--- src/rtl/core/ils_pkg.sv ---
// ils_pkg: shared constants for the indexed list store
// operation codes, status codes and field widths of the stream beats
// no dependencies
package ils_pkg;

   // field widths of the work items
   localparam int OP_W     = 2;
   localparam int POS_W    = 7;
   localparam int VALUE_W  = 32;
   localparam int STATUS_W = 2;
   localparam int LEN_W    = 7;

   // stream beat widths, tdata padded to whole bytes
   localparam int REQ_DATA_W = 40;
   localparam int REQ_USER_W = OP_W;
   localparam int RSP_DATA_W = 40;
   localparam int RSP_USER_W = STATUS_W;

   // operation codes
   localparam logic [OP_W-1:0] OP_READ   = 2'd0;
   localparam logic [OP_W-1:0] OP_INSERT = 2'd1;
   localparam logic [OP_W-1:0] OP_DELETE = 2'd2;

   // status codes
   localparam logic [STATUS_W-1:0] STATUS_DONE  = 2'd0;
   localparam logic [STATUS_W-1:0] STATUS_RANGE = 2'd1;
   localparam logic [STATUS_W-1:0] STATUS_FULL  = 2'd2;

endpackage

--- src/rtl/core/ils_ram.sv ---
// ils_ram: generic simple dual-port ram, one write and one read port
// read data is registered; no dependencies
module ils_ram #(
   parameter int WIDTH = 32,
   parameter int DEPTH = 64
) (
   input  logic                     clock,
   input  logic                     wr_en,
   input  logic [$clog2(DEPTH)-1:0] wr_addr,
   input  logic [WIDTH-1:0]         wr_data,
   input  logic                     rd_en,
   input  logic [$clog2(DEPTH)-1:0] rd_addr,
   output logic [WIDTH-1:0]         rd_data
);

   logic [WIDTH-1:0] mem_ff [DEPTH];
   logic [WIDTH-1:0] rd_data_ff;

   // write port
   always_ff @(posedge clock) begin
      if (wr_en) begin
         mem_ff[wr_addr] <= wr_data;
      end
   end

   // registered read port, holds while not enabled
   always_ff @(posedge clock) begin
      if (rd_en) begin
         rd_data_ff <= mem_ff[rd_addr];
      end
   end

   assign rd_data = rd_data_ff;

endmodule

--- src/rtl/core/indexed_list_store_top.sv ---
// indexed_list_store_top: ordered list of signed 32-bit values with read, insert, delete
// one item at a time: a new request is taken only while idle; shifts move one entry at a time
// (a read, then a write) through the single ram port pair and the shared address stepper.
// synchronous reset clears the state, the entry count and the response valid only; list
// contents are undefined until written and need no clearing pass
module indexed_list_store_top #(
   parameter int CAPACITY = 64
) (
   input  logic                              clock,
   input  logic                              reset,
   // request beat
   input  logic                              req_tvalid,
   output logic                              req_tready,
   input  logic [ils_pkg::REQ_DATA_W-1:0]    req_tdata,  // position[6:0], value[38:7], zero pad
   input  logic [ils_pkg::REQ_USER_W-1:0]    req_tuser,  // op[1:0]
   // response beat
   output logic                              rsp_tvalid,
   input  logic                              rsp_tready,
   output logic [ils_pkg::RSP_DATA_W-1:0]    rsp_tdata,  // read_value[31:0], length[38:32], zero pad
   output logic [ils_pkg::RSP_USER_W-1:0]    rsp_tuser   // status[1:0]
);

   import ils_pkg::*;

   localparam int CW   = $clog2(CAPACITY + 1);
   localparam int AW   = $clog2(CAPACITY);
   localparam int CMPW = (CW > POS_W) ? CW : POS_W;

   typedef enum logic [4:0] {
      S_IDLE   = 5'b00001,
      S_SH_RD  = 5'b00010,
      S_SH_WR  = 5'b00100,
      S_PUT    = 5'b01000,
      S_FINISH = 5'b10000
   } state_type;

   state_type             state_ff, state_in;
   logic [CW-1:0]         count_ff, count_in;
   logic [OP_W-1:0]       op_ff, op_in;
   logic [STATUS_W-1:0]   status_ff, status_in;
   logic                  rd_hit_ff, rd_hit_in;
   logic [AW-1:0]         pos_ff, pos_in;
   logic [VALUE_W-1:0]    val_ff, val_in;
   logic [AW-1:0]         addr_ff, addr_in;
   logic [AW-1:0]         wr_addr_ff, wr_addr_in;

   logic                  rsp_valid_ff, rsp_valid_in;
   logic [VALUE_W-1:0]    rsp_value_ff, rsp_value_in;
   logic [STATUS_W-1:0]   rsp_status_ff, rsp_status_in;
   logic [LEN_W-1:0]      rsp_len_ff, rsp_len_in;

   logic                  ram_we, ram_re;
   logic [AW-1:0]         ram_wr_addr, ram_rd_addr;
   logic [VALUE_W-1:0]    ram_wr_data, ram_rd_data;

   logic                  unit_up;
   logic [AW-1:0]         unit_out;

   logic [POS_W-1:0]      req_pos;
   logic [CMPW-1:0]       pos_ext, pos_p1, count_ext, cnt_m1, count_next_ext;
   logic                  accept, slot_free, is_insert;

   assign req_pos   = req_tdata[POS_W-1:0];
   assign pos_ext   = CMPW'(req_pos);
   assign pos_p1    = pos_ext + CMPW'(1);
   assign count_ext = CMPW'(count_ff);
   assign cnt_m1    = count_ext - CMPW'(1);
   assign accept    = req_tvalid && req_tready;
   assign slot_free = !rsp_valid_ff || rsp_tready;
   assign is_insert = (op_ff == OP_INSERT);

   // shared address stepper
   assign unit_out = unit_up ? addr_ff + AW'(1) : addr_ff - AW'(1);

   // list storage
   ils_ram #(
      .WIDTH (VALUE_W),
      .DEPTH (CAPACITY)
   ) u_ram (
      .clock   (clock),
      .wr_en   (ram_we),
      .wr_addr (ram_wr_addr),
      .wr_data (ram_wr_data),
      .rd_en   (ram_re),
      .rd_addr (ram_rd_addr),
      .rd_data (ram_rd_data)
   );

   // sequencer
   always_comb begin
      state_in      = state_ff;
      count_in      = count_ff;
      op_in         = op_ff;
      status_in     = status_ff;
      rd_hit_in     = rd_hit_ff;
      pos_in        = pos_ff;
      val_in        = val_ff;
      addr_in       = addr_ff;
      wr_addr_in    = wr_addr_ff;
      rsp_valid_in  = rsp_valid_ff && !rsp_tready;
      rsp_value_in  = rsp_value_ff;
      rsp_status_in = rsp_status_ff;
      rsp_len_in    = rsp_len_ff;
      ram_we        = 1'b0;
      ram_re        = 1'b0;
      ram_wr_addr   = wr_addr_ff;
      ram_wr_data   = ram_rd_data;
      ram_rd_addr   = addr_ff;
      unit_up       = 1'b0;
      count_next_ext = count_ext;

      case (state_ff)
         S_IDLE: begin
            if (accept) begin
               op_in     = req_tuser;
               pos_in    = pos_ext[AW-1:0];
               val_in    = req_tdata[POS_W +: VALUE_W];
               rd_hit_in = 1'b0;
               status_in = STATUS_DONE;
               state_in  = S_FINISH;
               case (req_tuser)
                  OP_READ: begin
                     if (pos_ext < count_ext) begin
                        ram_re      = 1'b1;
                        ram_rd_addr = pos_ext[AW-1:0];
                        rd_hit_in   = 1'b1;
                     end else begin
                        status_in = STATUS_RANGE;
                     end
                  end
                  OP_INSERT: begin
                     if (pos_ext > count_ext) begin
                        status_in = STATUS_RANGE;
                     end else if (count_ext == CMPW'(CAPACITY)) begin
                        status_in = STATUS_FULL;
                     end else if (pos_ext == count_ext) begin
                        state_in = S_PUT;
                     end else begin
                        addr_in  = cnt_m1[AW-1:0];
                        state_in = S_SH_RD;
                     end
                  end
                  OP_DELETE: begin
                     if (pos_ext >= count_ext) begin
                        status_in = STATUS_RANGE;
                     end else if (pos_p1 != count_ext) begin
                        addr_in  = pos_p1[AW-1:0];
                        state_in = S_SH_RD;
                     end
                  end
                  default: begin
                     status_in = STATUS_DONE;
                  end
               endcase
            end
         end
         // fetch the entry to move, step to its new place
         S_SH_RD: begin
            ram_re      = 1'b1;
            ram_rd_addr = addr_ff;
            unit_up     = is_insert;
            wr_addr_in  = unit_out;
            state_in    = S_SH_WR;
         end
         // store the moved entry, step to the next source
         S_SH_WR: begin
            ram_we      = 1'b1;
            ram_wr_addr = wr_addr_ff;
            ram_wr_data = ram_rd_data;
            unit_up     = !is_insert;
            addr_in     = unit_out;
            if (is_insert) begin
               state_in = (addr_ff == pos_ff) ? S_PUT : S_SH_RD;
            end else begin
               state_in = (CMPW'(addr_ff) == cnt_m1) ? S_FINISH : S_SH_RD;
            end
         end
         // place the inserted value
         S_PUT: begin
            ram_we      = 1'b1;
            ram_wr_addr = pos_ff;
            ram_wr_data = val_ff;
            state_in    = S_FINISH;
         end
         // update count and load the response register
         S_FINISH: begin
            if (status_ff == STATUS_DONE && op_ff == OP_INSERT) begin
               count_next_ext = count_ext + CMPW'(1);
            end else if (status_ff == STATUS_DONE && op_ff == OP_DELETE) begin
               count_next_ext = cnt_m1;
            end
            if (slot_free) begin
               count_in      = count_next_ext[CW-1:0];
               rsp_valid_in  = 1'b1;
               rsp_value_in  = rd_hit_ff ? ram_rd_data : '0;
               rsp_status_in = status_ff;
               rsp_len_in    = count_next_ext[LEN_W-1:0];
               state_in      = S_IDLE;
            end
         end
         default: begin
            state_in = S_IDLE;
         end
      endcase
   end

   // control registers
   always_ff @(posedge clock) begin
      if (reset) begin
         state_ff     <= S_IDLE;
         count_ff     <= '0;
         rsp_valid_ff <= 1'b0;
      end else begin
         state_ff     <= state_in;
         count_ff     <= count_in;
         rsp_valid_ff <= rsp_valid_in;
      end
   end

   // payload registers
   always_ff @(posedge clock) begin
      op_ff         <= op_in;
      status_ff     <= status_in;
      rd_hit_ff     <= rd_hit_in;
      pos_ff        <= pos_in;
      val_ff        <= val_in;
      addr_ff       <= addr_in;
      wr_addr_ff    <= wr_addr_in;
      rsp_value_ff  <= rsp_value_in;
      rsp_status_ff <= rsp_status_in;
      rsp_len_ff    <= rsp_len_in;
   end

   // ports
   assign req_tready = (state_ff == S_IDLE);
   assign rsp_tvalid = rsp_valid_ff;
   assign rsp_tdata  = RSP_DATA_W'({rsp_len_ff, rsp_value_ff});
   assign rsp_tuser  = rsp_status_ff;

   // checks
   a_count_bound: assert property (@(posedge clock) disable iff (reset)
      count_ext <= CMPW'(CAPACITY))
      else $error("entry count above capacity");

   a_count_only_finish: assert property (@(posedge clock) disable iff (reset)
      (state_ff != S_FINISH) |=> $stable(count_ff))
      else $error("entry count changed outside finish");

   a_no_overwrite: assert property (@(posedge clock) disable iff (reset)
      (state_ff == S_FINISH && rsp_valid_ff && !rsp_tready) |=> (state_ff == S_FINISH))
      else $error("response register overwritten while pending");

   a_write_in_list: assert property (@(posedge clock) disable iff (reset)
      ram_we |-> (CMPW'(ram_wr_addr) <= count_ext))
      else $error("ram write beyond end of list");

   a_busy_no_accept: assert property (@(posedge clock) disable iff (reset)
      (state_ff == S_SH_RD || state_ff == S_SH_WR || state_ff == S_PUT) |-> !req_tready)
      else $error("request taken during shift");

endmodule

--- config.mk ---
export PLATFORM = sky130hd
export DESIGN_NAME = indexed_list_store_top
export DESIGN_NICKNAME = d
export VERILOG_FILES = /design/src/rtl/core/ils_pkg.sv /design/src/rtl/core/ils_ram.sv /design/src/rtl/core/indexed_list_store_top.sv
export SDC_FILE = /design/constraint.sdc
export NUM_CORES = 2
export LEC_CHECK = 0
export ABC_AREA = 1
export BUFFER_PORTS_ARGS = -buffer_cell sky130_fd_sc_hd__buf_2
export CAP_MARGIN = 20
export CORE_MARGIN = 2
export CORE_UTILIZATION = 50
export DETAILED_ROUTE_END_ITERATION = 8
export PLACE_DENSITY = 0.7
export SLEW_MARGIN = 20
export SYNTH_ARGS = -nofsm -noshare
export SYNTH_HDL_FRONTEND = slang
export SYNTH_SLANG_ARGS = --single-unit
--- constraint.sdc ---
create_clock -name clock -period 10.03 [get_ports clock]
set_input_delay 1.5045 -clock clock [delete_from_list [all_inputs] [get_ports clock]]
set_output_delay 1.5045 -clock clock [all_outputs]
set_load 0.005 [all_outputs]
**After elaboration in Yosys (flattened, before gate mapping)**

Memory sizes are Yosys's and may differ from the RTL's. A register that Yosys moved wholly into a read port is not among the register bits.
Index checks and enable logic that the tools add are counted.

- Bits in registers: 109
- Memory bits (writable): 2048
- Output and inout port bits: 44
- Memories: 1

- Add/sub/neg operators: 5
- Order comparisons: 3
- Equal/unequal tests: 22
- Mux-type cells: 44
- Reduce and logical (&&, ||, !) cells: 16

Memory list:

| name | words | bits a word | rd ports | clocked after Yosys merged registers in | write ports | RTL line | RTL |
|---|---|---|---|---|---|---|---|
| u_ram.mem_ff | 64 | 32 | 1 | 1 | 1 | ils_ram.sv:16 | `logic [WIDTH-1:0] mem_ff [DEPTH];` |

Operators with widths:

| cell | count |
|---|---|
| $mux 6 | 12 |
| $mux 5 | 8 |
| $mux 32 | 1 |
| $pmux 5 s5 | 1 |
| $pmux 6 s2 | 2 |
| $ne 3x3->1 const B | 5 |
| $add 7x1->7 const B | 2 |
| $mux 7 | 2 |
| $mux 1 | 10 |
| $pmux 5 s2 | 1 |
| $mux 4 | 2 |
| $reduce_and 8->1 | 1 |
| $eq 6x7->1 | 1 |
| $eq 7x7->1 | 1 |
| $eq 7x7->1 const B | 1 |
| $ge 7x7->1 | 1 |
| $gt 7x7->1 | 1 |
| $lt 7x7->1 | 1 |
| $ne 7x7->1 | 1 |
| $sub 7x1->7 const B | 1 |
| $add 6x1->6 const B | 1 |
| $eq 6x6->1 | 1 |
| $pmux 2 s3 | 1 |
| $reduce_and 2->1 | 3 |
| 19 further kinds | 29 |

**Longest topological paths before layout**

- Word-level depth: 7
- Depth in mapped cells: 21

**Hierarchy**

Synthesis repeated with hierarchy kept, for this count alone.

- Cells, all modules: 7429
- Area, all modules: 88861.5 um^2

Modules (own cells, without submodules):

| module | times used | cells each | area each (um^2) |
|---|---|---|---|
| ils_ram | 1 | 6769 | 83106.0 |
| indexed_list_store_top | 1 | 660 | 5755.5 |

**Least setup slack after synthesis**

No wires, ideal clock.

- Path type: reg-to-reg
- From: reg state_ff[0]
- To: mem u_ram.mem_ff[32][0], enable pin
- Setup time: 502 ps
- Arrival: 4710 ps
- Data required time: 9528 ps
- Slack: 4818 ps
- Cell stages (with the launch flop): 11
- Buffers on the path: 1
- Path through: dfxtp_1 -> nor2_1 -> nand2_1 -> nor2_1 -> inv_1 -> clkbuf_1 -> o21ai_0 -> inv_1 -> nor2_1 -> nand2_1 -> nor4_1

- Longest elaborated chain between the ends: 5

RTL lines:

| element | RTL line | RTL |
|---|---|---|
| start: declaration | indexed_list_store_top.sv:37 | `state_type state_ff, state_in;` |
| start signal: assignment | indexed_list_store_top.sv:214 | `state_ff <= state_in;` |
| $eq 5x3->1 / $eq 5x4->1 (equally long branches) | indexed_list_store_top.sv:112 | `case (state_ff)` |
| $reduce_or 2->1 (no source line) | - |  |
| $mux 1 | indexed_list_store_top.sv:112 |  |
| $mux 1 | ils_ram.sv:21 | `if (wr_en) begin` |
| $mux 1 (not written as such) | ils_ram.sv:22 | `mem_ff[wr_addr] <= wr_data;` |
| end: declaration | ils_ram.sv:16 |  |

Parallel ways exist; a longest one is shown, timed or not.

**Worst setup path after layout**

- From: in req_tdata[2] (netlist bit)
- To: reg u_ram.rd_data_ff[3], in the netlist u_ram.rd_data[3], read port of u_ram.mem_ff, data pin

- Longest elaborated chain between the ends: 5

RTL lines:

| element | RTL line | RTL |
|---|---|---|
| start: declaration | indexed_list_store_top.sv:14 | `input logic [ils_pkg::REQ_DATA_W-1:0] req_tdata,` |
| $lt 7x7->1 | indexed_list_store_top.sv:123 | `if (pos_ext < count_ext) begin` |
| $mux 1 / $mux 6 (equally long branches) | indexed_list_store_top.sv:123 |  |
| $mux 1 / $mux 6 (equally long branches) | indexed_list_store_top.sv:121 | `case (req_tuser)` |
| $mux 1 / $mux 6 (equally long branches) | indexed_list_store_top.sv:114 | `if (accept) begin` |
| $pmux 1 s2 / $mux 6 (equally long branches) | indexed_list_store_top.sv:112 |  |
| end: declaration | ils_ram.sv:17 | `logic [WIDTH-1:0] rd_data_ff;` |

Parallel ways exist; a longest one is shown, timed or not.
A chain may end at the register's enable or synchronous reset.

==> flow_summary.json <==
{
  "rsz0062_at_grt": "false",
  "avgSynthCellArea_um2": 10.4,
  "yosysWarnings": 0,
  "drtAntennaViolNets": 0,
  "row_count": 160,
  "setup_viol": 0,
  "synthCells": 9246,
  "vias": 65366,
  "firstDrtPassIters": 6,
  "critical_path_class": "in -> reg",
  "ys_ff_latch": 2189,
  "ys_top_cells_by_area": "edfxtp_1 68%, nand3_1 10%, nand2_1 9.2%",
  "cts_inserted_buffers": 206,
  "start_util_pct": 50.3,
  "rr_startpoint": "count_ext[2]",
  "layout_setup_ws_ns": 4.27,
  "core_um2": 190000,
  "diodes": 0,
  "yosysSeqAreaShare_pct": 68.5,
  "drive_above_1_share_pct": 6.65,
  "cts_hold_buffers": 0,
  "hp-start": "status_ff[1]",
  "worst_pin_slew_ns": 1.08,
  "dp_hpwl_um": 129000,
  "tns_ns": 0,
  "track_usage_pct": 25.8,
  "antenna_found_initial": 4,
  "irDropWorstVdd_v": 0.000206,
  "via_per_inst": 5.50,
  "critPathArrivalTime_ns": 6.33,
  "synth_top_area_share_pct": 68.3,
  "synth_cell_types": 47,
  "path_max_fanout": 100,
  "crit_path_start_kind": "primary input",
  "leakage_nw": 44.5,
  "synth-edff-count": 2176,
  "cts_resized": 0,
  "path_clk_slew_ns": 0.06,
  "syn-cell-area_um2": 95700,
  "status": "complete, no violations",
  "drt_wl_total_um": 254000,
  "grt_pass1_vias": 62721,
  "powerDensity_nw_per_um2": 182,
  "syn2layout_area_growth_pct": 10.3,
  "io_pins": 90,
  "hold_viol": 0,
  "htreeDepth": 4,
  "relSlewSlack_pct": 28.0,
  "grt_pass1_wl_um": 376000,
  "critPathCaptureType": "register",
  "grt_max_degree": 183,
  "die_y_um": 442,
  "place.gp.congestion": 0.860,
  "pre_cts_slack_ns": 3.57,
  "clk_latency_ns": 0.86,
  "multi_input_area_um2": 21200,
  "ff_latch_area_um2": 65600,
  "drc": 0,
  "period_minus_slack_ns": 5.76,
  "gr-total-overflow": 0,
  "final_nets": 9275,
  "drv_slew": 0,
  "die_width_um": 442,
  "post-route-period-util_pct": 57.4,
  "fmax_mhz": 174,
  "cts_num_sinks": 2189,
  "drt_iter0_markers": 8821,
  "clockBufferDepth": 3,
  "netlist.top_cell.by_area": "edfxtp_1",
  "hold_class": "reg -> reg",
  "finClkSkew_ns": 0.0251,
  "cts_tree": "done",
  "avgRoutedWirePerCell_um": 21.4,
  "fillCellCount": 15318,
  "cp-startpoint": "req_tdata[2]",
  "cts_root_buf": "clkbuf_16",
  "port_buffers": 87,
  "cts_post_setup_buffers_inserted": 0,
  "synthArstFlopShare_pct": 0,
  "die_area_um2": 195000,
  "worstPathRequired_ns": 10.61,
  "synth_top_flop_cell": "edfxtp_1",
  "max-cap-violations": 0,
  "synth_nets": 9312
}
[power by group]
| group | switching, W | internal [W] |
|---|---|---|
| logic | 0.00121 | 0.000430 |
| registers | 0.0000202 | 0.0100 |
| clock network | 0.00336 | 0.00416 |
| total | 0.00459 | 0.0146 |
[worst max-delay path, stage by stage]
cell	delay, ns
buf_2	0.18
ha_1	0.35
a21oi_1	0.13
nand2_1	0.07
a21oi_2	0.42
nand3_4	0.38
nand2_1	0.23
o21ai_4	0.07
buf_4	0.38
inv_8	0.78
buf_4	0.73
nand3_1	0.19
nand3_1	0.16
nand3_1	0.13
nand3_1	0.35
nand2_1	0.16
[through the flow]
| step | instances | hold WS [ns] | area [um^2] | util [%] | power, W |
|---|---|---|---|---|---|
| final | 11888 | 0.456 | 106000 | 55.5 | 0.0192 |
| after CTS | 11888 | 0.452 | 105000 | 55.4 | 0.0193 |
| after detailed placement | 11512 | 0.437 | 98900 | 52.0 | 0.0119 |
| after global routing | 11888 | 0.480 | 106000 | 55.5 | 0.0198 |
| after floorplan | 9246 | 0.427 | 95700 | - | 0.0113 |
| after global placement | 11510 | 0.442 | 98900 | 52.0 | 0.0118 |
[cell usage in the layout, fill, tap and decap left out, types with 6 or more instances in the layout]
cell and n:
buf_4 116, nor2_4 62, nand2_1 2308, buf_2 87, nor3_1 10, clkinv_2 35, a21oi_1 17, nor2_1 34
dfxtp_1 13, inv_1 1982, nand3_1 2007, xor2_1 20, buf_12 16, clkbuf_1 46, edfxtp_1 2176, o21ai_4 6
or2_2 10, nand2_4 29, clkbuf_16 207, ha_1 19, o21ai_0 18, nand4_1 14, bufinv_16 14, clkinv_1 57
[layout make-up]
type	count	share of cell area [%]
clock inverter	122	1.05
inverter	1989	7.09
timing repair buffer	220	1.57
tap	2511	2.98
multi-input combinational	4603	20.1
clock buffer	254	5.08
sequential	2189	62.2
[per-layer routing]
layer  vias up  part of all wire [%]  track usage, %
met5         -                0.0051               0
met4         2                   4.1            10.6
met3       565                    10            4.36
met2      3531                    47            42.5
met1     31421                    38            34.0
li1      29847                     -               -
[sequential cells by signal, summed over array words and instances (netlist names)]
name,cells
rsp_len_ff,7
rsp_value_ff,32
count_ext,7
rsp_tuser,2
u_ram.mem_ff,2048
wr_addr_ff,6
addr_ff,6
pos_ff,6
u_ram.rd_data,32
status_ff,2
val_ff,32
rsp_tvalid,1
state_ff,5
rd_hit_ff,1
op_ff,2
[cell usage after synthesis (all sizes together), types with 2 or more instances]
library cell  number
ha                19
nand4             16
clkbuf            98
a21oi             18
nand2           2343
xor2              20
xnor2              3
a211oi             5
clkinv             2
o221ai             5
buf              367
dfxtp             13
nand3           2008
o31ai              2
nor2              97
nor4               5
nor3              10
o21ai             27
or2               10
inv             1987
edfxtp          2176
o2111ai            2
[cells by family (layout without fill, tap and decap cells)]
| logic type | count (synthesis) | count (layout) | synth area share [%] |
|---|---|---|---|
| XOR/XNOR | 23 | 23 | 0.210 |
| multiplexers | 2 | 2 | 0.0222 |
| AO/OA/AOI/OAI | 66 | 66 | 0.434 |
| adder cells (fa/ha/maj) | 20 | 20 | 0.269 |
| AND/OR/NAND/NOR | 4491 | 4491 | 20.4 |
| flip-flops | 2189 | 2189 | 68.5 |
| other | 1 | 1 | 0.00392 |
| buffers and inverters | 2454 | 2585 | 10.1 |
[path summary, 6_finish.rpt]
kind,to,slack (ns),depth (start not counted)
worst max-delay path,u_ram.rd_data[3],4.27,16
worst min-delay path,rsp_tuser[1],0.46,0
worst max register to register,u_ram.rd_data[3],4.52,16
worst min register to register,rsp_tuser[1],0.46,0
(Power assumes the default switching activity.)
